File: config.mk
export PLATFORM = sky130hd
export DESIGN_NAME = kf2d_div
export DESIGN_NICKNAME = d
export VERILOG_FILES = /design/src/hdl/kf2d_pkg.sv /design/src/hdl/kf2d_div.sv
export SDC_FILE = /design/constraint.sdc
export NUM_CORES = 1
export LEC_CHECK = 0
export BUFFER_PORTS_ARGS = -buffer_cell sky130_fd_sc_hd__buf_4
export CORE_MARGIN = 1.5
export CORE_UTILIZATION = 35
export CTS_CLUSTER_DIAMETER = 100
export CTS_CLUSTER_SIZE = 25
export DETAILED_ROUTE_END_ITERATION = 12
export PLACE_DENSITY = 0.59
export SYNTH_ARGS = -nofsm -noshare
export SYNTH_HDL_FRONTEND = slang
export SYNTH_SLANG_ARGS = --single-unit
File: constraint.sdc
create_clock -name clk -period 7.7 [get_ports clk]
set_input_delay 1.155 -clock clk [delete_from_list [all_inputs] [get_ports clk]]
set_output_delay 1.155 -clock clk [all_outputs]
set_load 0.01 [all_outputs]
File: src/hdl/kf2d_pkg.sv
`timescale 1ns / 1ps
`default_nettype none

package kf2d_pkg;

    localparam int DATA_W    = 48;
    localparam int ADDR_W    = 8;
    localparam int RAM_DEPTH = 256;

    typedef logic [ADDR_W-1:0]        addr_t;
    typedef logic signed [DATA_W-1:0] fx_t;

    // Scratch memory map.
    localparam addr_t A_X    = 8'd0;
    localparam addr_t A_XP   = 8'd8;
    localparam addr_t A_K    = 8'd16;
    localparam addr_t A_Y    = 8'd28;
    localparam addr_t A_Z    = 8'd32;
    localparam addr_t A_DT   = 8'd34;
    localparam addr_t A_QN   = 8'd35;
    localparam addr_t A_RN   = 8'd36;
    localparam addr_t A_S0   = 8'd37;
    localparam addr_t A_S1   = 8'd38;
    localparam addr_t A_T    = 8'd39;
    localparam addr_t A_DET  = 8'd40;
    localparam addr_t A_ZERO = 8'd41;
    localparam addr_t A_P    = 8'd48;
    localparam addr_t A_AP   = 8'd88;
    localparam addr_t A_PP   = 8'd128;

    localparam logic [1:0] STATUS_OK   = 2'd0;
    localparam logic [1:0] STATUS_SAT  = 2'd1;
    localparam logic [1:0] STATUS_SING = 2'd2;

    localparam logic [1:0] CFG_TIME_STEP     = 2'd0;
    localparam logic [1:0] CFG_PROCESS_NOISE = 2'd1;
    localparam logic [1:0] CFG_MEAS_NOISE    = 2'd2;

    typedef enum logic [3:0] {
        PH_XP, PH_AP, PH_PP, PH_PQ, PH_S, PH_DET, PH_K, PH_Y, PH_X, PH_P
    } phase_t;

    typedef enum logic [3:0] {
        ST_CLEAR, ST_IDLE, ST_LOAD, ST_RA, ST_RB, ST_RC, ST_RD, ST_START,
        ST_WAIT, ST_WB, ST_RX0, ST_RX1, ST_RX2, ST_EMIT
    } exec_state_t;

    // One operation: dst = a +/- (has_mul ? b*c : b), or dst = a / b.
    typedef struct packed {
        addr_t dst;
        addr_t a;
        addr_t b;
        addr_t c;
        logic  has_mul;
        logic  sub;
        logic  is_div;
        logic  last;
    } uop_t;

    typedef struct packed {
        logic sat;
        fx_t  val;
    } sat_val_t;

    function automatic logic [DATA_W-1:0] mag(input fx_t v);
        logic [DATA_W-1:0] r;
        r = v[DATA_W-1] ? DATA_W'(-v) : DATA_W'(v);
        return r;
    endfunction

    function automatic sat_val_t add_sat(input fx_t a, input fx_t b, input logic sub);
        logic signed [DATA_W:0] s;
        sat_val_t               r;
        if (sub)
            s = {a[DATA_W-1], a} - {b[DATA_W-1], b};
        else
            s = {a[DATA_W-1], a} + {b[DATA_W-1], b};
        r.sat = (s[DATA_W] != s[DATA_W-1]);
        if (r.sat)
            r.val = s[DATA_W] ? {1'b1, {(DATA_W-1){1'b0}}} : {1'b0, {(DATA_W-1){1'b1}}};
        else
            r.val = s[DATA_W-1:0];
        return r;
    endfunction

endpackage

`default_nettype wire

File: src/hdl/kf2d_div.sv
`timescale 1ns / 1ps
`default_nettype none

module kf2d_div import kf2d_pkg::*; #(
    parameter int FRAC_BITS = 24
) (
    input  wire logic clk,
    input  wire logic rst_n,
    input  wire logic start,
    input  wire fx_t  num,
    input  wire fx_t  den,
    output logic      done,
    output fx_t       result,
    output logic      sat
);

    localparam int QW    = DATA_W + FRAC_BITS;
    localparam int CNT_W = $clog2(QW + 1);

    logic [QW-1:0]     dv_reg, q_reg;
    logic [DATA_W-1:0] rem_reg, d_reg;
    logic [CNT_W-1:0]  cnt_reg;
    logic              neg_reg;
    logic              busy_reg;
    logic              done_reg;
    fx_t               result_reg;
    logic              sat_reg;

    logic [DATA_W:0]   trial;
    logic              fits;
    logic [QW-1:0]     lim;
    logic              ovf;
    logic [DATA_W-1:0] m;

    always_comb
    begin
        trial = {rem_reg, dv_reg[QW-1]};
        fits  = (trial >= {1'b0, d_reg});
        lim   = neg_reg ? QW'({1'b1, {(DATA_W-1){1'b0}}})
                        : QW'({1'b0, {(DATA_W-1){1'b1}}});
        ovf   = (q_reg > lim);
        m     = ovf ? lim[DATA_W-1:0] : q_reg[DATA_W-1:0];
    end

    always_ff @(posedge clk or negedge rst_n)
    begin
        if (!rst_n)
        begin
            busy_reg <= 1'b0;
            done_reg <= 1'b0;
            cnt_reg  <= '0;
        end
        else
        begin
            done_reg <= 1'b0;
            if (start)
            begin
                // A zero divisor returns zero at once.
                busy_reg <= (mag(den) != '0);
                done_reg <= (mag(den) == '0);
                cnt_reg  <= CNT_W'(QW);
            end
            else if (busy_reg)
            begin
                if (cnt_reg == '0)
                begin
                    busy_reg <= 1'b0;
                    done_reg <= 1'b1;
                end
                else
                begin
                    cnt_reg <= cnt_reg - CNT_W'(1);
                end
            end
        end
    end

    always_ff @(posedge clk)
    begin
        if (start)
        begin
            dv_reg     <= {mag(num), {FRAC_BITS{1'b0}}};
            d_reg      <= mag(den);
            q_reg      <= '0;
            rem_reg    <= '0;
            neg_reg    <= num[DATA_W-1] ^ den[DATA_W-1];
            result_reg <= '0;
            sat_reg    <= 1'b0;
        end
        else if (busy_reg)
        begin
            if (cnt_reg != '0)
            begin
                rem_reg <= fits ? DATA_W'(trial - {1'b0, d_reg}) : trial[DATA_W-1:0];
                q_reg   <= {q_reg[QW-2:0], fits};
                dv_reg  <= {dv_reg[QW-2:0], 1'b0};
            end
            else
            begin
                result_reg <= neg_reg ? fx_t'(-m) : fx_t'(m);
                sat_reg    <= ovf;
            end
        end
    end

    assign done   = done_reg;
    assign result = result_reg;
    assign sat    = sat_reg;

endmodule

`default_nettype wire

==> impl_metrics.env <==
export IMPL_status="complete, no violations"
export IMPL_critPathRequiredTime_ns=8.13
export IMPL_synth_edf_count=97
export IMPL_start_util_pct=35.5
export IMPL_cts_tree="built"
export IMPL_yosys_area_share_simple_pct=21.2
export IMPL_yosysTopAreaCell="dfxtp_1"
export IMPL_post_cts_buffers=0
export IMPL_cts_hold_buf=0
export IMPL_finalPower_mw=3.30
export IMPL_max_freq_mhz=170
export IMPL_synthMuxAreaShare_pct=0.766
export IMPL_reg2reg_from="neg_reg$_DFFE_PP_"
export IMPL_clock_sinks=275
export IMPL_synth_top_family_by_area="compound AO/OA/AOI/OAI gates"
export IMPL_skew_ns=0.0376
export IMPL_synth_compound_area_share_pct=22.7
export IMPL_leakagePower_nw=8.08
export IMPL_yosys_area_share_xor_xnor_pct=6.94
export IMPL_grt_max_degree=98
export IMPL_hold_viol_final=0
export IMPL_root_buffer="clkbuf_16"
export IMPL_startpoint="neg_reg$_DFFE_PP_"
export IMPL_syn_avg_cell_area_um2=8.17
export IMPL_cts_buffer_depth=3
export IMPL_min_path_type="input pin to async pin"
export IMPL_routedWlPerCell_um=16.8
export IMPL_finalWeightedCongestion=0.882
export IMPL_vias_per_cell=5.48
export IMPL_area_growth_pct=12.2
export IMPL_ir_drop_mv=0.145
export IMPL_dieArea_um2=52200
export IMPL_num_antenna_cells=0
export IMPL_globalRouteOverflowTotal=0
export IMPL_cp_start_kind="flop"
export IMPL_antenna_left=0
export IMPL_fp_dieH_um=229
export IMPL_slew_viol_final=0
export IMPL_drv_cap=0
export IMPL_synthAdderAreaFrac_pct=7.21
export IMPL_p_per_area_nw_per_um2=165
export IMPL_synth_cells=2179
export IMPL_grt_pass1_wl_um=79600
export IMPL_cp_max_fo=30
export IMPL_ys_types=83
export IMPL_finalCritPeriodShare_pct=76.5
export IMPL_num_vias=15969
export IMPL_fin_crit_ns=5.89
export IMPL_drc=0
export IMPL_cp_end_kind="flop"
export IMPL_track_usage_pct=18.2
export IMPL_ys_seq_area_share_pct=36.6
export IMPL_ys_flop_type="dfxtp_1"
export IMPL_max_slew_margin_pct=28.5
export IMPL_drt_first_iter_violations=1125
export IMPL_crit_arrival_ns=6.32
export IMPL_yosys_warnings=0
export IMPL_fp_dieW_um=229
export IMPL_drive_gt1_share_pct=10.4
export IMPL_dp_hpwl_um=35500
export IMPL_coreArea_um2=50200
export IMPL_synth_area_um2=17800
export IMPL_portBuffers=148
export IMPL_htree_levels=1
export IMPL_largest_register_ffs=72
export IMPL_worst_pin_slew_ns=1.07
export IMPL_tns_ns=0
export IMPL_synth_fp_nets=2380
export IMPL_io_pins=149
export IMPL_critPathKind="flop to flop"
export IMPL_cts_resized_gates=0
export IMPL_cts_buffers=17
export IMPL_routed_wl_um=49000
export IMPL_async_flop_share_pct=3.27
export IMPL_setup_viol=0
export IMPL_layout_common_cells="nand2_1, a21oi_1, nor2_1"
export IMPL_grt_pass1_vias=14954
export IMPL_worstSkewPairLatency_ns=0.54
export IMPL_grt_setup_unrepaired="no"
export IMPL_synth_area_leaders="dfxtp_1, edfxtp_1, ha_1, a21oi_1, nand2_1"
export IMPL_synth_top_area_share_pct=19.0
export IMPL_drt_pass1_iterations=5
export IMPL_final_nets=2434
export IMPL_ys_seq_elements=275
export IMPL_layout_commonest_cell="nand2_1"
export IMPL_clkSlewWorstSetupHoldPaths_ns=0.11
export IMPL_grt_antenna_before_repair=0
export IMPL_rows=82
[metrics by stage]
step | instances | area [um2] | util [%] | setup WS [ns] | hold slack [ns]
after floorplan | 2179 | 17800 | - | 2.14 | 0.437
after global placement | 2886 | 19400 | 38.7 | 2.16 | 0.443
after detailed placement | 2886 | 19400 | 38.7 | 1.91 | 0.447
after CTS | 2916 | 20000 | 39.8 | 1.89 | 0.388
after global routing | 2916 | 20000 | 39.8 | 1.40 | 0.392
final | 2916 | 20000 | 39.8 | 1.81 | 0.414
[critical path, cell delays in order (launching register included)]
cell	delay, ns
edfxtp_1	1.02
inv_1	0.52
ha_1	0.45
nand4_1	0.12
or3_1	0.38
or4_1	0.53
o211a_1	0.20
o21ai_0	0.20
ha_1	0.70
inv_1	0.41
or4_1	0.55
o31ai_1	0.25
xor2_1	0.16
nand2_1	0.06
a22o_1	0.20
[cell type report]
type                    instances  area (um2)
well taps                     672         841
fillers                      5063       30200
flip-flops and latches        275        6520
inverters                      80         300
clock buffers                  22         444
repair buffers                165        1250
clock inverters                 8         124
multi-input cells            1694       10500
[worst paths after layout]
kind | endpoint | slack [ns] | cells past startpoint
worst max-delay path | result[46]$_SDFFE_PP0P_ | 1.81 | 14
worst min-delay path | done$_DFF_PN0_ | 0.41 | 1
worst max register to register | result[46]$_SDFFE_PP0P_ | 1.81 | 14
worst min register to register | result[27]$_SDFFE_PP0P_ | 0.46 | 2
max in group asynchronous | cnt_reg[5]$_DFFE_PN0P_ | 7.14 | 1
min in group clk | result[27]$_SDFFE_PP0P_ | 0.46 | 2
[cells by family (layout without fill, tap and decap cells)]
group / count (synthesis) / after routing
flops: 275 / 275
buf+inv: 210 / 275
fa+ha+maj: 102 / 102
simple gates: 794 / 794
mux: 13 / 13
compound gates: 644 / 644
xor+xnor: 141 / 141
[synthesized netlist by cell type, types with 18 or more instances]
cell type	instances
nand2_1	294
nor2_1	194
inv_1	80
nor4_1	28
xnor2_1	69
o31ai_1	32
a211oi_1	43
o21ai_0	109
nand2b_1	20
a21oi_1	252
and3_1	19
nand3_1	31
or4_1	18
xor2_1	72
nand4_1	27
dfxtp_1	169
o211ai_1	27
ha_1	101
or3_1	23
edfxtp_1	97
clkbuf_1	115
nor3_1	65
a21o_1	42
[where the power goes]
part	switching, mW	internal (mW)
registers	0.0481	1.60
clock network	0.559	0.472
logic	0.373	0.245
[layer usage]
metal | GRT usage (%) | part of all wire, % | vias up
li1 | - | - | 8010
met1 | 25.1 | 46 | 7517
met2 | 30.7 | 47 | 389
met3 | 1.81 | 5.1 | 53
met4 | 4.14 | 1.7 | 0
met5 | 0 | 0 | -
No activity file was read; power rests on OpenSTA's default activity.
