File: src/hdl/kf2d_pkg.sv
`timescale 1ns / 1ps
`default_nettype none

package kf2d_pkg;

    localparam int DATA_W    = 48;
    localparam int ADDR_W    = 8;
    localparam int RAM_DEPTH = 256;

    typedef logic [ADDR_W-1:0]        addr_t;
    typedef logic signed [DATA_W-1:0] fx_t;

    // Scratch memory map.
    localparam addr_t A_X    = 8'd0;
    localparam addr_t A_XP   = 8'd8;
    localparam addr_t A_K    = 8'd16;
    localparam addr_t A_Y    = 8'd28;
    localparam addr_t A_Z    = 8'd32;
    localparam addr_t A_DT   = 8'd34;
    localparam addr_t A_QN   = 8'd35;
    localparam addr_t A_RN   = 8'd36;
    localparam addr_t A_S0   = 8'd37;
    localparam addr_t A_S1   = 8'd38;
    localparam addr_t A_T    = 8'd39;
    localparam addr_t A_DET  = 8'd40;
    localparam addr_t A_ZERO = 8'd41;
    localparam addr_t A_P    = 8'd48;
    localparam addr_t A_AP   = 8'd88;
    localparam addr_t A_PP   = 8'd128;

    localparam logic [1:0] STATUS_OK   = 2'd0;
    localparam logic [1:0] STATUS_SAT  = 2'd1;
    localparam logic [1:0] STATUS_SING = 2'd2;

    localparam logic [1:0] CFG_TIME_STEP     = 2'd0;
    localparam logic [1:0] CFG_PROCESS_NOISE = 2'd1;
    localparam logic [1:0] CFG_MEAS_NOISE    = 2'd2;

    typedef enum logic [3:0] {
        PH_XP, PH_AP, PH_PP, PH_PQ, PH_S, PH_DET, PH_K, PH_Y, PH_X, PH_P
    } phase_t;

    typedef enum logic [3:0] {
        ST_CLEAR, ST_IDLE, ST_LOAD, ST_RA, ST_RB, ST_RC, ST_RD, ST_START,
        ST_WAIT, ST_WB, ST_RX0, ST_RX1, ST_RX2, ST_EMIT
    } exec_state_t;

    // One operation: dst = a +/- (has_mul ? b*c : b), or dst = a / b.
    typedef struct packed {
        addr_t dst;
        addr_t a;
        addr_t b;
        addr_t c;
        logic  has_mul;
        logic  sub;
        logic  is_div;
        logic  last;
    } uop_t;

    typedef struct packed {
        logic sat;
        fx_t  val;
    } sat_val_t;

    function automatic logic [DATA_W-1:0] mag(input fx_t v);
        logic [DATA_W-1:0] r;
        r = v[DATA_W-1] ? DATA_W'(-v) : DATA_W'(v);
        return r;
    endfunction

    function automatic sat_val_t add_sat(input fx_t a, input fx_t b, input logic sub);
        logic signed [DATA_W:0] s;
        sat_val_t               r;
        if (sub)
            s = {a[DATA_W-1], a} - {b[DATA_W-1], b};
        else
            s = {a[DATA_W-1], a} + {b[DATA_W-1], b};
        r.sat = (s[DATA_W] != s[DATA_W-1]);
        if (r.sat)
            r.val = s[DATA_W] ? {1'b1, {(DATA_W-1){1'b0}}} : {1'b0, {(DATA_W-1){1'b1}}};
        else
            r.val = s[DATA_W-1:0];
        return r;
    endfunction

endpackage

`default_nettype wire

File: src/hdl/kf2d_mul.sv
`timescale 1ns / 1ps
`default_nettype none

module kf2d_mul import kf2d_pkg::*; #(
    parameter int FRAC_BITS = 24
) (
    input  wire logic clk,
    input  wire logic rst_n,
    input  wire logic start,
    input  wire fx_t  a,
    input  wire fx_t  b,
    output logic      done,
    output fx_t       result,
    output logic      sat
);

    localparam int HALF   = DATA_W / 2;
    localparam int PROD_W = 2 * DATA_W;
    localparam int SUM_W  = PROD_W + 1;
    localparam logic [SUM_W-1:0] RND = SUM_W'(1) << (FRAC_BITS - 1);
    localparam logic [2:0] CNT_ROUND = 3'd5;

    logic [DATA_W-1:0] ma_reg, mb_reg;
    logic              neg_reg;
    logic [2*HALF-1:0] prod_reg;
    logic [1:0]        part_reg;
    logic [PROD_W-1:0] acc_reg;
    logic [2:0]        cnt_reg;
    logic              busy_reg;
    logic              done_reg;
    fx_t               result_reg;
    logic              sat_reg;

    logic [HALF-1:0]   a_sel, b_sel;
    logic [PROD_W-1:0] addend;
    logic [SUM_W-1:0]  sum, quo, lim;
    logic [DATA_W-1:0] m;
    logic              ovf;

    always_comb
    begin
        a_sel = cnt_reg[1] ? ma_reg[DATA_W-1:HALF] : ma_reg[HALF-1:0];
        b_sel = cnt_reg[0] ? mb_reg[DATA_W-1:HALF] : mb_reg[HALF-1:0];
        case (part_reg)
            2'd0:    addend = PROD_W'(prod_reg);
            2'd3:    addend = PROD_W'(prod_reg) << (2 * HALF);
            default: addend = PROD_W'(prod_reg) << HALF;
        endcase
        // Round half away from zero on the magnitude, then clamp.
        sum = {1'b0, acc_reg} + RND;
        quo = sum >> FRAC_BITS;
        lim = neg_reg ? SUM_W'({1'b1, {(DATA_W-1){1'b0}}})
                      : SUM_W'({1'b0, {(DATA_W-1){1'b1}}});
        ovf = (quo > lim);
        m   = ovf ? lim[DATA_W-1:0] : quo[DATA_W-1:0];
    end

    always_ff @(posedge clk or negedge rst_n)
    begin
        if (!rst_n)
        begin
            busy_reg <= 1'b0;
            done_reg <= 1'b0;
            cnt_reg  <= '0;
        end
        else
        begin
            done_reg <= 1'b0;
            if (start)
            begin
                busy_reg <= 1'b1;
                cnt_reg  <= '0;
            end
            else if (busy_reg)
            begin
                if (cnt_reg == CNT_ROUND)
                begin
                    busy_reg <= 1'b0;
                    done_reg <= 1'b1;
                end
                cnt_reg <= cnt_reg + 3'd1;
            end
        end
    end

    always_ff @(posedge clk)
    begin
        if (start)
        begin
            ma_reg  <= mag(a);
            mb_reg  <= mag(b);
            neg_reg <= a[DATA_W-1] ^ b[DATA_W-1];
            acc_reg <= '0;
        end
        else if (busy_reg)
        begin
            if (cnt_reg < 3'd4)
            begin
                prod_reg <= a_sel * b_sel;
                part_reg <= cnt_reg[1:0];
            end
            if (cnt_reg != 3'd0 && cnt_reg < CNT_ROUND)
            begin
                acc_reg <= acc_reg + addend;
            end
            if (cnt_reg == CNT_ROUND)
            begin
                result_reg <= neg_reg ? fx_t'(-m) : fx_t'(m);
                sat_reg    <= ovf;
            end
        end
    end

    assign done   = done_reg;
    assign result = result_reg;
    assign sat    = sat_reg;

endmodule

`default_nettype wire

File: config.mk
export PLATFORM = sky130hd
export DESIGN_NAME = kf2d_mul
export DESIGN_NICKNAME = d
export VERILOG_FILES = /design/src/hdl/kf2d_pkg.sv /design/src/hdl/kf2d_mul.sv
export SDC_FILE = /design/constraint.sdc
export NUM_CORES = 2
export LEC_CHECK = 0
export BUFFER_PORTS_ARGS = -buffer_cell sky130_fd_sc_hd__buf_2
export CORE_ASPECT_RATIO = 1.4
export CORE_UTILIZATION = 30
export CTS_BUF_LIST = sky130_fd_sc_hd__clkbuf_2 sky130_fd_sc_hd__clkbuf_4 sky130_fd_sc_hd__clkbuf_8
export DETAILED_ROUTE_END_ITERATION = 16
export PLACE_DENSITY_LB_ADDON = 0.08
export SYNTH_ARGS = -nofsm -noshare
export SYNTH_HDL_FRONTEND = slang
export SYNTH_SLANG_ARGS = --single-unit
export TNS_END_PERCENT = 10
File: constraint.sdc
create_clock -name clk -period 14.9 [get_ports clk]
set_input_delay 2.235 -clock clk [delete_from_list [all_inputs] [get_ports clk]]
set_output_delay 2.235 -clock clk [all_outputs]
set_load 0.02 [all_outputs]
==> impl_metrics.json <==
{
  "cts-root-buf": "clkbuf_8",
  "ys_ff_latch": 297,
  "met1_usage_pct": 23.5,
  "start_util_pct": 30.2,
  "maximum_number_of_pins_on_one_net_before_global_route_repair": 85,
  "total_drc_errors_in_the_routed_layout": 0,
  "ys.flop_type": "edfxtp_1",
  "synth_warnings": 0,
  "largest_register_ffs": 96,
  "vias_in_the_first_global_route": 37000,
  "synth_top_cells_by_count": "662 x nand2_1, 641 x inv_1, 483 x fa_1, 448 x nor2_1, 326 x ha_1",
  "ys_top_cells_by_area": "fa_1 23%, edfxtp_1 14%, ha_1 9.7%, nand2_1 5.9%, inv_1 5.7%",
  "synth_enable_flop_cells": 196,
  "setup_repair_after_global_routing_missed_its_margin": "false",
  "final_period_minus_worst_setup_slack_ns": 9.32,
  "io_pins": 149,
  "hold_path.class": "reg -> reg",
  "finalHoldViolCount": 0,
  "clock-skew-final_ns": 0.0517,
  "synth_cells": 4974,
  "syn-mean-instance-area_um2": 8.46,
  "post_drt_via_cell_ratio": 5.13,
  "setup_total_negative_slack_ns": 0,
  "post_cts_resized": 0,
  "grt_pass1_wl_um": 233000,
  "postCtsSetupBuffers": 0,
  "cts-hold-fix-buffers": 0,
  "crit_fanout": 45,
  "globalRoute.totalOverflow": 0,
  "detailed_place_hpwl_um": 127000,
  "yosysUniqueCellTypes": 86,
  "clk_pin_slew_ns": 0.06,
  "grt_util_all_layers_pct": 21.9,
  "finalSetupViolations": 0,
  "cp_top_family": "simple AND/OR/NAND/NOR gates",
  "tritoncts": "built",
  "cts.path.max_buffers": 3,
  "yosysTopAreaCell": "fa_1",
  "routed_wirelength_um": 156000,
  "floorplan.die_area_um2": 142000,
  "design.core.area_um2": 139000,
  "ant_nets": 0,
  "htree_levels": 2,
  "post-synth-top-area-fraction_pct": 23.0,
  "cp_data_required_time_ns": 15.47,
  "seq_area_frac_synth_pct": 18.8,
  "class_of_the_most_critical_setup_path": "reg -> reg",
  "post_drt_wl_per_cell_um": 22.7,
  "chipWidth_um": 319,
  "syn2layout_area_growth_pct": 9.29,
  "die_height_um": 445,
  "timing.max_cap.violations": 0,
  "crit_path_max_incr_delay_ns": 0.75,
  "row_count": 162,
  "worst_max_slew_pin_slew_ns": 1.28,
  "final_max_slew_viol_count": 0,
  "place_congestion": 0.921,
  "worst-endpoint-arrival_ns": 9.89,
  "max_slew_margin_pct": 14.1,
  "postSynthNetCount": 5882,
  "cts-buffers-inserted": 56,
  "synthArstFlopShare_pct": 1.68,
  "length_of_the_first_detailed_routing_pass_in_iterations": 5,
  "clk_latency_ns": 0.79,
  "drt_iter0_drc": 1768,
  "clock_sinks": 297,
  "end_kind": "flip-flop",
  "grt.met2_usage_pct": 41.7,
  "worstPathBufferInverterCount": 4,
  "result_of_the_run": "completed",
  "antenna_found_initial": 1,
  "synthesis.area_um2": 42100,
  "critPathSlowestCell": "o41ai_1",
  "busiest_layer": "met2",
  "max_freq_mhz": 107,
  "drive_above_1_share_pct": 8.24,
  "buffer_ports.inserted": 148,
  "post-synth-top-count-cell": "nand2_1",
  "final_nets": 5910,
  "layout.filler_cells": 14700,
  "crit_path_start_kind": "flip-flop",
  "critical-path-top-cell-by-count": "ha_1",
  "min_period_over_period_pct": 62.6,
  "vias": 35200,
  "met3_global_route_usage_pct": 2.31
}
## cell usage in the layout (no fill, tap or decap), types with 14 or more instances in the layout
master    instances
nand2b_1         21
nor3_1           68
nand3_1          82
nand2_1         662
nand4_1          84
and4_1           22
edfxtp_1        196
nor4_1           33
o31ai_1          44
inv_1           641
o41ai_1          17
or3_1            40
nor2_1          444
o211ai_1         17
and2_1           75
a21o_1          105
or2_2            24
a21oi_1         282
clkbuf_8         59
xor2_1           71
a211oi_1         26
or4_1            21
a31oi_1          29
a22o_1           23
buf_2           147
ha_1            325
fa_1            483
xnor2_1         197
and3_1           40
o21bai_1         37
mux2i_1          48
mux2_2           46
buf_4            66
dfxtp_1          96
nor2b_1          21
o21ai_0         213
clkbuf_4         14
o21a_1           20
## final cells by class
type                       count  area (um^2)  area share (%)
multi-input combinational   3790        30900            67.1
sequential                   297         7940            17.2
inverter                     643         2410            5.25
tap                         1804         2260            4.91
timing repair buffer         214         1240            2.70
clock buffer                  73          917            1.99
clock inverter                31          358           0.778
antenna                        2         5.00          0.0109
## stage by stage
stage	util (%)	instances	setup slack, ns	instance area, um^2	hold WS (ns)
floorplan	-	4974	6.55	42100	0.436
global placement	32.1	6748	5.69	44700	0.444
detailed placement	32.1	6748	5.59	44700	0.453
CTS	33.0	6852	5.63	46000	0.462
global route	33.0	6853	4.88	46000	0.478
finish	33.0	6854	5.58	46000	0.457
## worst register-to-register path: cells and delay by family (launching register included)
kind | cells | cell delay, ns
compound gates | 7 | 2.04
fa+ha+maj | 3 | 1.12
flops | 1 | 0.54
simple gates | 13 | 3.96
buf+inv | 4 | 0.96
xor+xnor | 1 | 0.49
## layer usage
layer	wire length [um]	vias to the layer above	share of wire, %
li1	-	16800	-
met1	59500	17200	38
met2	81600	875	52
met3	5180	283	3.3
met4	9310	0	6.0
met5	0	-	0
## path summary, 6_finish.rpt
check                             from           to  slack, ns  cells past startpoint
setup / recovery           acc_reg[24]   result[40]       5.58                     28
hold / removal             acc_reg[11]  acc_reg[11]       0.46                      2
setup reg to reg           acc_reg[24]   result[40]       5.58                     28
hold reg to reg            acc_reg[11]  acc_reg[11]       0.46                      2
max in group asynchronous        rst_n   cnt_reg[1]      13.34                      1
min in group asynchronous        rst_n         done       1.32                      1
## logic make-up (layout without fill, tap and decap cells)
kind of cell | Yosys count | in the layout | share of synthesized area (%)
compound gates | 928 | 928 | 13.9
fa+ha+maj | 809 | 809 | 32.7
xor+xnor | 268 | 268 | 5.58
other cells | 0 | 2 | 0
flops | 297 | 297 | 18.8
mux | 102 | 102 | 2.56
buf+inv | 887 | 961 | 7.98
simple gates | 1683 | 1683 | 18.5
Power is not shown: default switching activity piles up to over one toggle a cycle in this logic, so the estimate is an artifact.
