File: config.mk
export PLATFORM = sky130hd
export DESIGN_NAME = kf2d_seq
export DESIGN_NICKNAME = d
export VERILOG_FILES = /design/src/hdl/kf2d_pkg.sv /design/src/hdl/kf2d_seq.sv
export SDC_FILE = /design/constraint.sdc
export NUM_CORES = 1
export LEC_CHECK = 0
export ABC_AREA = 1
export BUFFER_PORTS_ARGS = -buffer_cell sky130_fd_sc_hd__clkbuf_2
export CORE_AREA = 2 2 71 73
export CTS_CLUSTER_DIAMETER = 200
export CTS_CLUSTER_SIZE = 30
export DETAILED_ROUTE_END_ITERATION = 7
export DIE_AREA = 0 0 73 75
export GPL_ROUTABILITY_DRIVEN = 0
export MAX_ROUTING_LAYER = met4
export PLACE_DENSITY = 0.93
export SLEW_MARGIN = 10
export SYNTH_ARGS = -nofsm -noshare
export SYNTH_HDL_FRONTEND = slang
export SYNTH_SLANG_ARGS = --single-unit
File: constraint.sdc
create_clock -name clk -period 12.2 [get_ports clk]
set_input_delay 3.05 -clock clk [delete_from_list [all_inputs] [get_ports clk]]
set_output_delay 3.05 -clock clk [all_outputs]
set_load 0.005 [all_outputs]
File: src/hdl/kf2d_pkg.sv
`timescale 1ns / 1ps
`default_nettype none

package kf2d_pkg;

    localparam int DATA_W    = 48;
    localparam int ADDR_W    = 8;
    localparam int RAM_DEPTH = 256;

    typedef logic [ADDR_W-1:0]        addr_t;
    typedef logic signed [DATA_W-1:0] fx_t;

    // Scratch memory map.
    localparam addr_t A_X    = 8'd0;
    localparam addr_t A_XP   = 8'd8;
    localparam addr_t A_K    = 8'd16;
    localparam addr_t A_Y    = 8'd28;
    localparam addr_t A_Z    = 8'd32;
    localparam addr_t A_DT   = 8'd34;
    localparam addr_t A_QN   = 8'd35;
    localparam addr_t A_RN   = 8'd36;
    localparam addr_t A_S0   = 8'd37;
    localparam addr_t A_S1   = 8'd38;
    localparam addr_t A_T    = 8'd39;
    localparam addr_t A_DET  = 8'd40;
    localparam addr_t A_ZERO = 8'd41;
    localparam addr_t A_P    = 8'd48;
    localparam addr_t A_AP   = 8'd88;
    localparam addr_t A_PP   = 8'd128;

    localparam logic [1:0] STATUS_OK   = 2'd0;
    localparam logic [1:0] STATUS_SAT  = 2'd1;
    localparam logic [1:0] STATUS_SING = 2'd2;

    localparam logic [1:0] CFG_TIME_STEP     = 2'd0;
    localparam logic [1:0] CFG_PROCESS_NOISE = 2'd1;
    localparam logic [1:0] CFG_MEAS_NOISE    = 2'd2;

    typedef enum logic [3:0] {
        PH_XP, PH_AP, PH_PP, PH_PQ, PH_S, PH_DET, PH_K, PH_Y, PH_X, PH_P
    } phase_t;

    typedef enum logic [3:0] {
        ST_CLEAR, ST_IDLE, ST_LOAD, ST_RA, ST_RB, ST_RC, ST_RD, ST_START,
        ST_WAIT, ST_WB, ST_RX0, ST_RX1, ST_RX2, ST_EMIT
    } exec_state_t;

    // One operation: dst = a +/- (has_mul ? b*c : b), or dst = a / b.
    typedef struct packed {
        addr_t dst;
        addr_t a;
        addr_t b;
        addr_t c;
        logic  has_mul;
        logic  sub;
        logic  is_div;
        logic  last;
    } uop_t;

    typedef struct packed {
        logic sat;
        fx_t  val;
    } sat_val_t;

    function automatic logic [DATA_W-1:0] mag(input fx_t v);
        logic [DATA_W-1:0] r;
        r = v[DATA_W-1] ? DATA_W'(-v) : DATA_W'(v);
        return r;
    endfunction

    function automatic sat_val_t add_sat(input fx_t a, input fx_t b, input logic sub);
        logic signed [DATA_W:0] s;
        sat_val_t               r;
        if (sub)
            s = {a[DATA_W-1], a} - {b[DATA_W-1], b};
        else
            s = {a[DATA_W-1], a} + {b[DATA_W-1], b};
        r.sat = (s[DATA_W] != s[DATA_W-1]);
        if (r.sat)
            r.val = s[DATA_W] ? {1'b1, {(DATA_W-1){1'b0}}} : {1'b0, {(DATA_W-1){1'b1}}};
        else
            r.val = s[DATA_W-1:0];
        return r;
    endfunction

endpackage

`default_nettype wire

File: src/hdl/kf2d_seq.sv
`timescale 1ns / 1ps
`default_nettype none

module kf2d_seq import kf2d_pkg::*; (
    input  wire logic clk,
    input  wire logic rst_n,
    input  wire logic advance,
    output uop_t      uop
);

    phase_t     phase_reg, phase_next;
    logic [2:0] i_reg, j_reg, s_reg;
    logic [2:0] i_next, j_next, s_next;
    logic [2:0] i_max, j_max, s_max;
    addr_t      m, i_a, i2;

    function automatic addr_t idx6(input logic [2:0] i, input logic [2:0] j);
        return addr_t'({i, 2'b00}) + addr_t'({i, 1'b0}) + addr_t'(j);
    endfunction

    always_comb
    begin
        case (phase_reg)
            PH_XP:   begin i_max = 3'd5; j_max = 3'd0; s_max = 3'd0; end
            PH_AP:   begin i_max = 3'd5; j_max = 3'd5; s_max = 3'd0; end
            PH_PP:   begin i_max = 3'd5; j_max = 3'd5; s_max = 3'd0; end
            PH_PQ:   begin i_max = 3'd5; j_max = 3'd0; s_max = 3'd0; end
            PH_S:    begin i_max = 3'd1; j_max = 3'd0; s_max = 3'd0; end
            PH_DET:  begin i_max = 3'd0; j_max = 3'd0; s_max = 3'd1; end
            PH_K:    begin i_max = 3'd5; j_max = 3'd0; s_max = 3'd5; end
            PH_Y:    begin i_max = 3'd1; j_max = 3'd0; s_max = 3'd0; end
            PH_X:    begin i_max = 3'd5; j_max = 3'd0; s_max = 3'd1; end
            PH_P:    begin i_max = 3'd5; j_max = 3'd5; s_max = 3'd1; end
            default: begin i_max = 3'd0; j_max = 3'd0; s_max = 3'd0; end
        endcase
    end

    // Next state: step the innermost counter, then j, then i, then the phase.
    always_comb
    begin
        phase_next = phase_reg;
        i_next     = i_reg;
        j_next     = j_reg;
        s_next     = s_reg;
        if (advance)
        begin
            if (s_reg != s_max)
            begin
                s_next = s_reg + 3'd1;
            end
            else
            begin
                s_next = '0;
                if (j_reg != j_max)
                begin
                    j_next = j_reg + 3'd1;
                end
                else
                begin
                    j_next = '0;
                    if (i_reg != i_max)
                    begin
                        i_next = i_reg + 3'd1;
                    end
                    else
                    begin
                        i_next = '0;
                        case (phase_reg)
                            PH_XP:   phase_next = PH_AP;
                            PH_AP:   phase_next = PH_PP;
                            PH_PP:   phase_next = PH_PQ;
                            PH_PQ:   phase_next = PH_S;
                            PH_S:    phase_next = PH_DET;
                            PH_DET:  phase_next = PH_K;
                            PH_K:    phase_next = PH_Y;
                            PH_Y:    phase_next = PH_X;
                            PH_X:    phase_next = PH_P;
                            default: phase_next = PH_XP;
                        endcase
                    end
                end
            end
        end
    end

    // Outputs: the operation for the current counters.
    always_comb
    begin
        m   = idx6(i_reg, j_reg);
        i_a = addr_t'(i_reg);
        i2  = addr_t'({i_reg, 1'b0});
        uop.dst     = A_T;
        uop.a       = A_ZERO;
        uop.b       = A_ZERO;
        uop.c       = A_ZERO;
        uop.has_mul = 1'b0;
        uop.sub     = 1'b0;
        uop.is_div  = 1'b0;
        uop.last    = (phase_reg == PH_P) && (i_reg == i_max) && (j_reg == j_max)
                      && (s_reg == s_max);
        case (phase_reg)
            PH_XP:
            begin
                uop.dst = A_XP + i_a;
                uop.a   = A_X + i_a;
                if (i_reg < 3'd4)
                begin
                    uop.has_mul = 1'b1;
                    uop.b       = A_DT;
                    uop.c       = A_X + i_a + addr_t'(2);
                end
            end
            PH_AP:
            begin
                uop.dst = A_AP + m;
                uop.a   = A_P + m;
                if (i_reg < 3'd4)
                begin
                    uop.has_mul = 1'b1;
                    uop.b       = A_DT;
                    uop.c       = A_P + m + addr_t'(12);
                end
            end
            PH_PP:
            begin
                uop.dst = A_PP + m;
                uop.a   = A_AP + m;
                if (j_reg < 3'd4)
                begin
                    uop.has_mul = 1'b1;
                    uop.b       = A_AP + m + addr_t'(2);
                    uop.c       = A_DT;
                end
            end
            PH_PQ:
            begin
                uop.dst = A_PP + idx6(i_reg, i_reg);
                uop.a   = A_PP + idx6(i_reg, i_reg);
                uop.b   = A_QN;
            end
            PH_S:
            begin
                uop.dst = i_reg[0] ? A_S1 : A_S0;
                uop.a   = A_PP + (i_reg[0] ? addr_t'(7) : addr_t'(0));
                uop.b   = A_RN;
            end
            PH_DET:
            begin
                uop.has_mul = 1'b1;
                if (s_reg[0])
                begin
                    uop.dst = A_DET;
                    uop.a   = A_T;
                    uop.b   = A_PP + addr_t'(6);
                    uop.c   = A_PP + addr_t'(1);
                    uop.sub = 1'b1;
                end
                else
                begin
                    uop.b = A_S0;
                    uop.c = A_S1;
                end
            end
            PH_K:
            begin
                case (s_reg)
                    3'd0:
                    begin
                        uop.has_mul = 1'b1;
                        uop.b       = A_S1;
                        uop.c       = A_PP + idx6(i_reg, 3'd0);
                    end
                    3'd1:
                    begin
                        uop.has_mul = 1'b1;
                        uop.sub     = 1'b1;
                        uop.a       = A_T;
                        uop.b       = A_PP + addr_t'(6);
                        uop.c       = A_PP + idx6(i_reg, 3'd1);
                    end
                    3'd2:
                    begin
                        uop.is_div = 1'b1;
                        uop.dst    = A_K + i2;
                        uop.a      = A_T;
                        uop.b      = A_DET;
                    end
                    3'd3:
                    begin
                        uop.has_mul = 1'b1;
                        uop.b       = A_S0;
                        uop.c       = A_PP + idx6(i_reg, 3'd1);
                    end
                    3'd4:
                    begin
                        uop.has_mul = 1'b1;
                        uop.sub     = 1'b1;
                        uop.a       = A_T;
                        uop.b       = A_PP + addr_t'(1);
                        uop.c       = A_PP + idx6(i_reg, 3'd0);
                    end
                    default:
                    begin
                        uop.is_div = 1'b1;
                        uop.dst    = A_K + i2 + addr_t'(1);
                        uop.a      = A_T;
                        uop.b      = A_DET;
                    end
                endcase
            end
            PH_Y:
            begin
                uop.dst = A_Y + i_a;
                uop.a   = A_Z + i_a;
                uop.b   = A_XP + i_a;
                uop.sub = 1'b1;
            end
            PH_X:
            begin
                uop.has_mul = 1'b1;
                uop.dst     = A_X + i_a;
                uop.a       = s_reg[0] ? (A_X + i_a) : (A_XP + i_a);
                uop.b       = A_K + i2 + addr_t'(s_reg[0]);
                uop.c       = A_Y + addr_t'(s_reg[0]);
            end
            default:
            begin
                uop.has_mul = 1'b1;
                uop.sub     = 1'b1;
                uop.dst     = A_P + m;
                uop.a       = s_reg[0] ? (A_P + m) : (A_PP + m);
                uop.b       = A_K + i2 + addr_t'(s_reg[0]);
                uop.c       = A_PP + addr_t'(j_reg) + (s_reg[0] ? addr_t'(6) : addr_t'(0));
            end
        endcase
    end

    always_ff @(posedge clk or negedge rst_n)
    begin
        if (!rst_n)
        begin
            phase_reg <= PH_XP;
            i_reg     <= '0;
            j_reg     <= '0;
            s_reg     <= '0;
        end
        else
        begin
            phase_reg <= phase_next;
            i_reg     <= i_next;
            j_reg     <= j_next;
            s_reg     <= s_next;
        end
    end

endmodule

`default_nettype wire

==> reports/summary.txt, run 1 <==
Min-Delay Endpoint - phase_reg[0]
Multi-input gate area in the final layout - 0.00214 mm2
CTS H-Tree Depth - 1
Sw frac - 61.3%
Die Ht - 75 um
Slowest cell on crit path - dfrtp_1
Avg Inst Size Synth - 5.95 um2
DR vias - 3492
Post-DP HPWL - 7100 um
Largest net degree at the start of global routing - 18
Netlist cell types - 36
RSZ-0062 raised after global routing - no
Syn nets - 503
Worst EP arrival - 3.82 ns
Final Max Tran Viols - 0
Simple-gate share of the synthesized area - 42.4%
Area grow syn2layout - 8.71%
Setup CP Type - reg -> out
I/O Buffers - 38
GRT Util Overall - 34.9%
Commonest non-fill, non-tap cell in the layout - nand2_1
Int Power - 336 uW
Worst Reg2Reg Path Length in Cells - 11
1st-iter DRT viols - 529
P per Cell Area - 288 mW/mm2
Starting Density - 59.5%
CTS buffer count - 3
Post-CTS Setup Inserts - 0
Final WL - 9100 um
Via/cell ratio - 6.31
Multiplexer share of the synthesized area - 0%
Synth warn - 0
Compound-Gate Fraction of Synth Area - 16.4%
Placed cell areas - 0.00297 mm2
Crit start category - flip-flop
Final Skew - 0.00149 ns
Max-Slew Margin vs Limit - 57.5%
Worst EP required - 9.15 ns
Max incr delay on CP - 0.69 ns
RR Startpoint - phase_reg[0]
CTS sink cnt - 13
#FFs+latches synth - 13
Max Freq - 146 MHz
TritonCTS clock tree - built
Register area - 325 um2
Share of cells above drive strength 1 - 12.4%
Hold_sp - phase_reg[0]
Post-layout min period - 6.87 ns
N_diodes - 0
DIE AREA - 0.00548 mm2
R2R Setup Slk - 9.98 ns
WL/cell - 16.5 um
# setup viols final - 0
CP Max Fanout - 17
Seq pwr share - 10.5%
Area share of fa/ha/maj cells after synthesis - 16.4%
Post-Synth XOR/XNOR Area - 1.90%
DRC - 0
Most frequent cells in the layout - nand2_1 (126), inv_1 (61), nor2_1 (58)
CTS max path bufs - 2
Layout Cell Area excl Fill - 0.00301 mm2
DRT antenna net count - 0
First-pass GRT wire length - 14600 um
Sw power - 532 uW
Hold Path Class - reg -> reg
Grt total ovfl - 0
Status - completed
Dpl ws - 5.68 ns
Clock share of power - 4.7%
Clk slew on worst S/H paths - 0.06 ns
Worst setup EP type - output port
Main combinational cell family by area after synthesis - simple AND/OR/NAND/NOR gates
Cts repair resizes - 0
CP Cell Sequence - inv_2 -> fa_1 -> inv_1 -> nand3_1 -> nand2_1 -> nand2_1 -> and2_1 -> inv_1 -> ha_1 -> inv_1 -> o21ai_0 -> inv_1 -> nand2_1 -> nand2_1 -> inv_1 -> nand3_1 -> nand3_1 -> nand2_1 -> clkbuf_2
Core Region - 0.00466 mm2
Gate power share - 84.8%
First drt pass iteration count - 8
Sequential-to-total area share from yosys stat - 11.7%
Final setup TNS - 0 ns
Row cnt - 25
Cells after Synth - 466
Chip Width - 73 um
Clock Latency Late Sink - 0.25 ns
IO Pins - 39
Hold_buf cts - 0
Critical R2R Capture - phase_reg[1]
WHS Path Cells - 2
Leak - 0.00171 uW
Final hold violations - 0
Slack of the critical path - 5.33 ns
Slew of the pin with the lowest slew margin - 0.637 ns
Final period utilization - 56.3%
Fill cell count - 414
Max-Cap Viols - 0
Initial antenna violation count - 0
Final net count - 537
Vias in the first global route - 3085
CTS Root Cell - clkbuf_8
Peak supply drop - 172 uV
Max FFs per register - 4
Cell Area, Synth - 0.00277 mm2
-- worst max-delay path: cells and delay by family, from the launching register on --
kind	cells	cell delay (ns)
adders and majority gates	2	0.76
DFF	1	0.69
AOI/OAI and AO/OA	1	0.21
and+or+nand+nor	9	0.94
buffers and inverters	7	0.95
-- final cells by class --
| class | count | area share [%] |
|---|---|---|
| Sequential cell | 13 | 10.8 |
| Tap cell | 54 | 2.24 |
| Inverter | 66 | 8.22 |
| Clock buffer | 3 | 1.37 |
| Clock inverter | 1 | 0.166 |
| Multi-Input combinational cell | 378 | 70.9 |
| Timing Repair Buffer | 38 | 6.31 |
-- metal layers --
layer	global-route usage [%]	share of wire [%]
met5	-	0
met2	56.1	46
met3	6.83	11
met4	16.5	5.1
met1	42.2	38
-- power groups by stage --
| stage | registers, uW | clock network, uW | logic (uW) |
|---|---|---|---|
| after floorplan | 73.0 | 0 | 505 |
| after global placement | 89.4 | 0 | 689 |
| after detailed placement | 90.5 | 0 | 709 |
| after CTS | 89.9 | 40.4 | 713 |
| after global routing | 93.9 | 42.4 | 808 |
| final | 91.4 | 40.5 | 736 |
-- Yosys cell counts --
cell type  instances  area share [%]
nor3_4             1            0.59
o21ai_1            4            0.72
nand4_1           14             3.2
a21oi_1           14             2.5
buf_6              3             1.2
a22oi_1            2            0.54
nand2_2            4            0.90
nor4_1             3            0.68
inv_1             61             8.3
buf_2              5            0.90
o22ai_1            3            0.68
nor2_1            58             7.9
nand2_1          126              17
a211oi_1           3            0.81
inv_2              5            0.68
nand3_2            3             1.1
nor3_1             7             1.3
or2_2              1            0.23
and2_1             2            0.45
clkbuf_1           1            0.14
o211ai_1           9             2.4
dfrtp_1           13              12
nand3_1           36             6.5
o21ai_0           31             5.6
nor3b_1            2            0.54
o21bai_1           2            0.54
a221oi_1           2            0.63
xnor2_1            2            0.63
nand2_4            1            0.41
o2111ai_1          5             1.6
ha_1              30              14
xor2_1             4             1.3
fa_1               4             2.9
nor2_4             3             1.2
o21ai_2            1            0.32
nor3b_2            1            0.45
-- logic make-up after synthesis --
kind of cell | after synthesis
AND/OR/NAND/NOR | 262
XOR/XNOR | 6
flip-flops | 13
adder cells (fa/ha/maj) | 34
buffers and inverters | 75
AO/OA/AOI/OAI | 76
-- worst max path at each step --
stage	startpoint	cells after the start	to
5_1_grt	i_reg[2]	19	uop[19]
2_1_floorplan	i_reg[1]	19	uop[34]
4_1_cts	i_reg[2]	19	uop[19]
3_3_place_gp	i_reg[2]	19	uop[19]
3_5_place_dp	i_reg[2]	19	uop[19]
6_report	i_reg[2]	19	uop[19]
-- metrics by stage --
stage | hold slack [ns] | power, uW | cells | util, %
after floorplan | 0.531 | 578 | 466 | -
after global placement | 0.576 | 778 | 549 | 63.7
after CTS | 0.602 | 843 | 553 | 64.7
after global routing | 0.627 | 944 | 553 | 64.7
final | 0.600 | 868 | 553 | 64.7
after detailed placement | 0.590 | 799 | 549 | 63.7
(Power assumes the default switching activity.)
==> run 2: changes to the inputs <==
--- a/config.mk
+++ b/config.mk
@@ -7,14 +7,14 @@
 export LEC_CHECK = 0
 export ABC_AREA = 1
 export BUFFER_PORTS_ARGS = -buffer_cell sky130_fd_sc_hd__clkbuf_2
-export CORE_AREA = 2 2 71 73
+export CORE_AREA = 2 2 75 77
 export CTS_CLUSTER_DIAMETER = 200
 export CTS_CLUSTER_SIZE = 30
 export DETAILED_ROUTE_END_ITERATION = 7
-export DIE_AREA = 0 0 73 75
+export DIE_AREA = 0 0 77 79
 export GPL_ROUTABILITY_DRIVEN = 0
 export MAX_ROUTING_LAYER = met4
-export PLACE_DENSITY = 0.93
+export PLACE_DENSITY = 0.88
 export SLEW_MARGIN = 10
 export SYNTH_ARGS = -nofsm -noshare
 export SYNTH_HDL_FRONTEND = slang
==> constraint.sdc (replaced) <==
create_clock -name clk -period 5.85 [get_ports clk]
set_input_delay 1.4625 -clock clk [delete_from_list [all_inputs] [get_ports clk]]
set_output_delay 1.4625 -clock clk [all_outputs]
set_load 0.005 [all_outputs]
==> run 2 against run 1 <==
  * The flow now finishes with violations (design-rule violations)
  * Setup slack got worse by 4.9 ns
  * Clock power rose by 110%
  * Sequential share of layout area fell by 0.080 points
  * Count of clock-buffer cells in the layout did not move
  * Total power rose by 110%
  * Routed wire length rose by 0.16%
  * Worst hold slack improved by 0.0081 ns
  * Critical endpoint is now uop[34]
  * Largest power group unchanged
==> reports/summary.txt, run 2 (synthesis results as in run 1) <==
R2R Setup Slk - 3.75 ns
Final net count - 537
Grt total ovfl - 0
Vias in the first global route - 3169
Max-Cap Viols - 0
Final WL - 9120 um
DIE AREA - 0.00608 mm2
Hold_buf cts - 0
Final hold violations - 0
Starting Density - 51.9%
GRT Util Overall - 30.6%
First drt pass iteration count - 8
Final std cells w/o fill - 571
DRT antenna net count - 0
N_diodes - 0
Clk slew on worst S/H paths - 0.06 ns
Worst EP arrival - 3.92 ns
Max-Slew Margin vs Limit - 55.4%
Max layer used - met4
Post-DP HPWL - 7070 um
Critical R2R Capture - phase_reg[2]
# setup viols final - 0
Most frequent cells in the layout - nand2_1 (126), inv_1 (61), nor2_1 (58)
First-pass GRT wire length - 14800 um
Final design utilization - 56.9%
RSZ-0062 raised after global routing - no
RR Startpoint - phase_reg[1]
Worst Setup SP - i_reg[1]
Die Ht - 79 um
WHS Path Cells - 2
Worst Reg2Reg Path Length in Cells - 11
CTS H-Tree Depth - 1
Via/cell ratio - 6.00
Status - complete, but fails checks
DRC - 37
Commonest non-fill, non-tap cell in the layout - nand2_1
WL/cell - 16.0 um
Cts repair resizes - 0
Met2 WL - 4110 um
Met1 WL - 3580 um
Share of cells above drive strength 1 - 12.4%
Max FFs per register - 4
Slew of the pin with the lowest slew margin - 0.669 ns
Failing checks - design-rule violations
Post-layout min period - 5.38 ns
Initial antenna violation count - 0
Row cnt - 27
P per Cell Area - 594 mW/mm2
Worst EP required - 4.39 ns
Post-CTS Setup Inserts - 0
Chip Width - 77 um
Crit start category - flip-flop
I/O Buffers - 38
Area grow syn2layout - 9.52%
CTS sink cnt - 13
Final Skew - 0.00297 ns
Core Region - 0.00534 mm2
CTS buffer count - 3
Setup CP Type - reg -> out
Worst setup EP type - output port
Placed insts - 567
Final setup TNS - 0 ns
Leak - 0.00171 uW
Max Freq - 186 MHz
1st-iter DRT viols - 590
DR vias - 3427
Fill cell count - 537
CTS max path bufs - 2
CP Max Fanout - 9
Largest net degree at the start of global routing - 18
Hold Path Class - reg -> reg
TritonCTS clock tree - built
Peak supply drop - 299 uV
Met3 wire length - 1040 um
Final period utilization - 91.9%
Final Max Tran Viols - 0
Crit path to - uop[34]
IO Pins - 39
CTS Root Cell - clkbuf_8
Clock Latency Late Sink - 0.25 ns
run 2: cell type report:
cell class	count	area [um2]	area share [%]
clock buffer	3	41.3	1.36
clock inverter	1	5.00	0.165
tap	72	90.1	2.97
inverter	66	248	8.16
timing repair buffer	38	190	6.26
sequential	13	325	10.7
multi-input combinational	378	2140	70.4
run 2: stage by stage:
stage	setup WS, ns	hold WS, ns	power, uW	cell area (um2)
after global routing	0.169	0.652	2000	3040
after global placement	1.12	0.578	1640	2990
final	0.472	0.609	1800	3040
after CTS	0.587	0.603	1760	3040
after detailed placement	0.861	0.595	1670	2990
after floorplan	1.40	0.531	1210	2770
run 2: worst max-delay path, stage by stage (launching register included):
cell and delay (ns):
dfrtp_1 0.63, ha_1 0.33, inv_1 0.10, fa_1 0.51, inv_1 0.19, nand3_1 0.12
nand2_1 0.10, nand2_1 0.05, and2_1 0.23, inv_1 0.21, ha_1 0.18, inv_1 0.04
o21ai_0 0.24, inv_1 0.07, nand2_1 0.06, nand2_1 0.10, o21ai_0 0.22, nor2_1 0.07
o21ai_0 0.08, clkbuf_2 0.14
run 2: routing by layer:
metal / up-vias / global-route usage, %
met5: - / -
met4: 0 / 14.3
met3: 56 / 6.70
met2: 230 / 50.2
met1: 1531 / 36.0
li1: 1610 / -
run 2: worst min-delay path by stage:
| stage | start | to | slack (ns) |
|---|---|---|---|
| after global placement | phase_reg[0] | phase_reg[0] | 0.58 |
| after detailed placement | phase_reg[0] | phase_reg[0] | 0.59 |
| final | phase_reg[0] | phase_reg[0] | 0.61 |
| after floorplan | phase_reg[0] | phase_reg[0] | 0.53 |
| after CTS | phase_reg[1] | phase_reg[1] | 0.60 |
| after global routing | phase_reg[0] | phase_reg[0] | 0.65 |
run 2: power breakdown:
part           internal (uW)  leakage, uW  switching, uW  total (uW)
clock                   47.2    0.0000255           36.1        83.3
sequential               115     0.000174           79.3         194
combinational            538      0.00151            990        1530
==> run 3: changes to the inputs <==
--- a/config.mk
+++ b/config.mk
@@ -7,14 +7,13 @@
 export LEC_CHECK = 0
 export ABC_AREA = 1
 export BUFFER_PORTS_ARGS = -buffer_cell sky130_fd_sc_hd__clkbuf_2
-export CORE_AREA = 2 2 75 77
+export CORE_AREA = 2 2 87 89
 export CTS_CLUSTER_DIAMETER = 200
 export CTS_CLUSTER_SIZE = 30
 export DETAILED_ROUTE_END_ITERATION = 7
-export DIE_AREA = 0 0 77 79
-export GPL_ROUTABILITY_DRIVEN = 0
+export DIE_AREA = 0 0 89 91
 export MAX_ROUTING_LAYER = met4
-export PLACE_DENSITY = 0.88
+export PLACE_DENSITY = 0.71
 export SLEW_MARGIN = 10
 export SYNTH_ARGS = -nofsm -noshare
 export SYNTH_HDL_FRONTEND = slang
==> run 3 against run 2 <==
  * The run now ends clean
  * Setup slack improved by 0.071 ns
  * Sequential power about the same
  * Design area increased by 1.1%
  * Critical endpoint is now uop[18]
  * Largest power group unchanged
==> reports/summary.txt, run 3 (synthesis results as in run 1) <==
Post-CTS Setup Inserts - 0
CTS H-Tree Depth - 1
Chip Width - 89 um
Post-DP HPWL - 8040 um
Final Skew - 0.00781 ns
CTS sink cnt - 13
IO Pins - 39
Largest net degree at the start of global routing - 18
CTS Root Cell - clkbuf_8
Worst Reg2Reg Path Length in Cells - 11
Row cnt - 31
GRT Util Overall - 25.4%
Clk slew on worst S/H paths - 0.05 ns
Hold_sp - phase_reg[0]
Peak supply drop - 306 uV
N_diodes - 0
Post-layout min period - 5.31 ns
Final Max Tran Viols - 0
RePlAce Congestion - 1.01
Final setup TNS - 0 ns
R2R Setup Slk - 3.73 ns
Critical R2R Capture - phase_reg[0]
DIE AREA - 0.00810 mm2
Final period utilization - 90.7%
RSZ-0062 raised after global routing - no
CTS max path bufs - 2
Vias in the first global route - 3120
Dpl ws - 0.866 ns
Initial antenna violation count - 0
P per Cell Area - 588 mW/mm2
Area grow syn2layout - 10.7%
DRT antenna net count - 0
Fill cell count - 807
I/O Buffers - 38
Share of cells above drive strength 1 - 12.4%
Status - completed
Most frequent cells in the layout - nand2_1 (126), inv_1 (61), nor2_1 (58)
CTS buffer count - 3
First-pass GRT wire length - 15700 um
Max FFs per register - 4
Final hold violations - 0
Worst EP arrival - 3.84 ns
Grt total ovfl - 0
Final net count - 537
Max-Cap Viols - 0
Hold_buf cts - 0
# setup viols final - 0
Slew of the pin with the lowest slew margin - 0.658 ns
Setup CP Type - reg -> out
Leak - 0.00171 uW
Final design utilization - 43.0%
Max-Slew Margin vs Limit - 56.1%
Clock Latency Late Sink - 0.25 ns
Via/cell ratio - 5.56
First drt pass iteration count - 5
Min-Delay Endpoint - phase_reg[0]
WHS Path Cells - 2
WL/cell - 16.6 um
Worst EP required - 4.39 ns
Crit start category - flip-flop
Slack of the critical path - 0.543 ns
Cts repair resizes - 0
DRC - 0
Die Ht - 91 um
Design Power - 1810 uW
Max Freq - 188 MHz
Hold Path Class - reg -> reg
Worst setup EP type - output port
CP Max Fanout - 17
Core Region - 0.00714 mm2
1st-iter DRT viols - 228
RR Startpoint - phase_reg[0]
Min Hold Slack - 0.607 ns
DR vias - 3322
Commonest non-fill, non-tap cell in the layout - nand2_1
TritonCTS clock tree - built
Final WL - 9920 um
Starting Density - 38.8%
## run 3: critical path, cell delays in order (launching register included)
cell	delay, ns
dfrtp_1	0.75
inv_2	0.27
fa_1	0.64
inv_1	0.13
nand3_1	0.12
nand2_1	0.08
nand2_1	0.05
and2_1	0.26
inv_1	0.19
ha_1	0.23
inv_1	0.07
nand3_1	0.18
nand2_1	0.19
nor2_1	0.07
xor2_1	0.14
nor2_1	0.09
clkbuf_2	0.12
## run 3: through the flow
step | cells | instance area (um2)
after floorplan | 466 | 2770
after global placement | 594 | 3020
after detailed placement | 594 | 3020
after CTS | 598 | 3070
after global routing | 598 | 3070
final | 598 | 3070
## run 3: worst max path at each step
stage	startpoint	endpoint	slack (ns)
after floorplan	i_reg[1]	uop[34]	1.40
after global placement	i_reg[2]	uop[34]	0.95
after detailed placement	i_reg[2]	uop[34]	0.87
after CTS	i_reg[2]	uop[19]	0.59
after global routing	i_reg[2]	uop[34]	0.20
final	i_reg[2]	uop[18]	0.54
## run 3: routing by layer
metal	routed length, um	vias up	GRT usage [%]
met5	0	-	-
met4	282	0	8.21
met3	658	25	2.91
met2	4710	148	40.9
met1	4270	1545	33.1
li1	-	1604	-
## run 3: cell type report
class | count | area, um2 | area share, %
repair buffers | 38 | 190 | 6.19
clock buffers | 3 | 41.3 | 1.34
well taps | 99 | 124 | 4.03
flip-flops and latches | 13 | 325 | 10.6
inverters | 66 | 248 | 8.07
multi-input cells | 378 | 2140 | 69.6
clock inverters | 1 | 5.00 | 0.163
## run 3: where the power goes
group | switching [uW] | internal [uW] | total [uW]
Combinational | 990 | 536 | 1530
Sequential | 80.9 | 115 | 196
Clock | 36.0 | 47.2 | 83.2
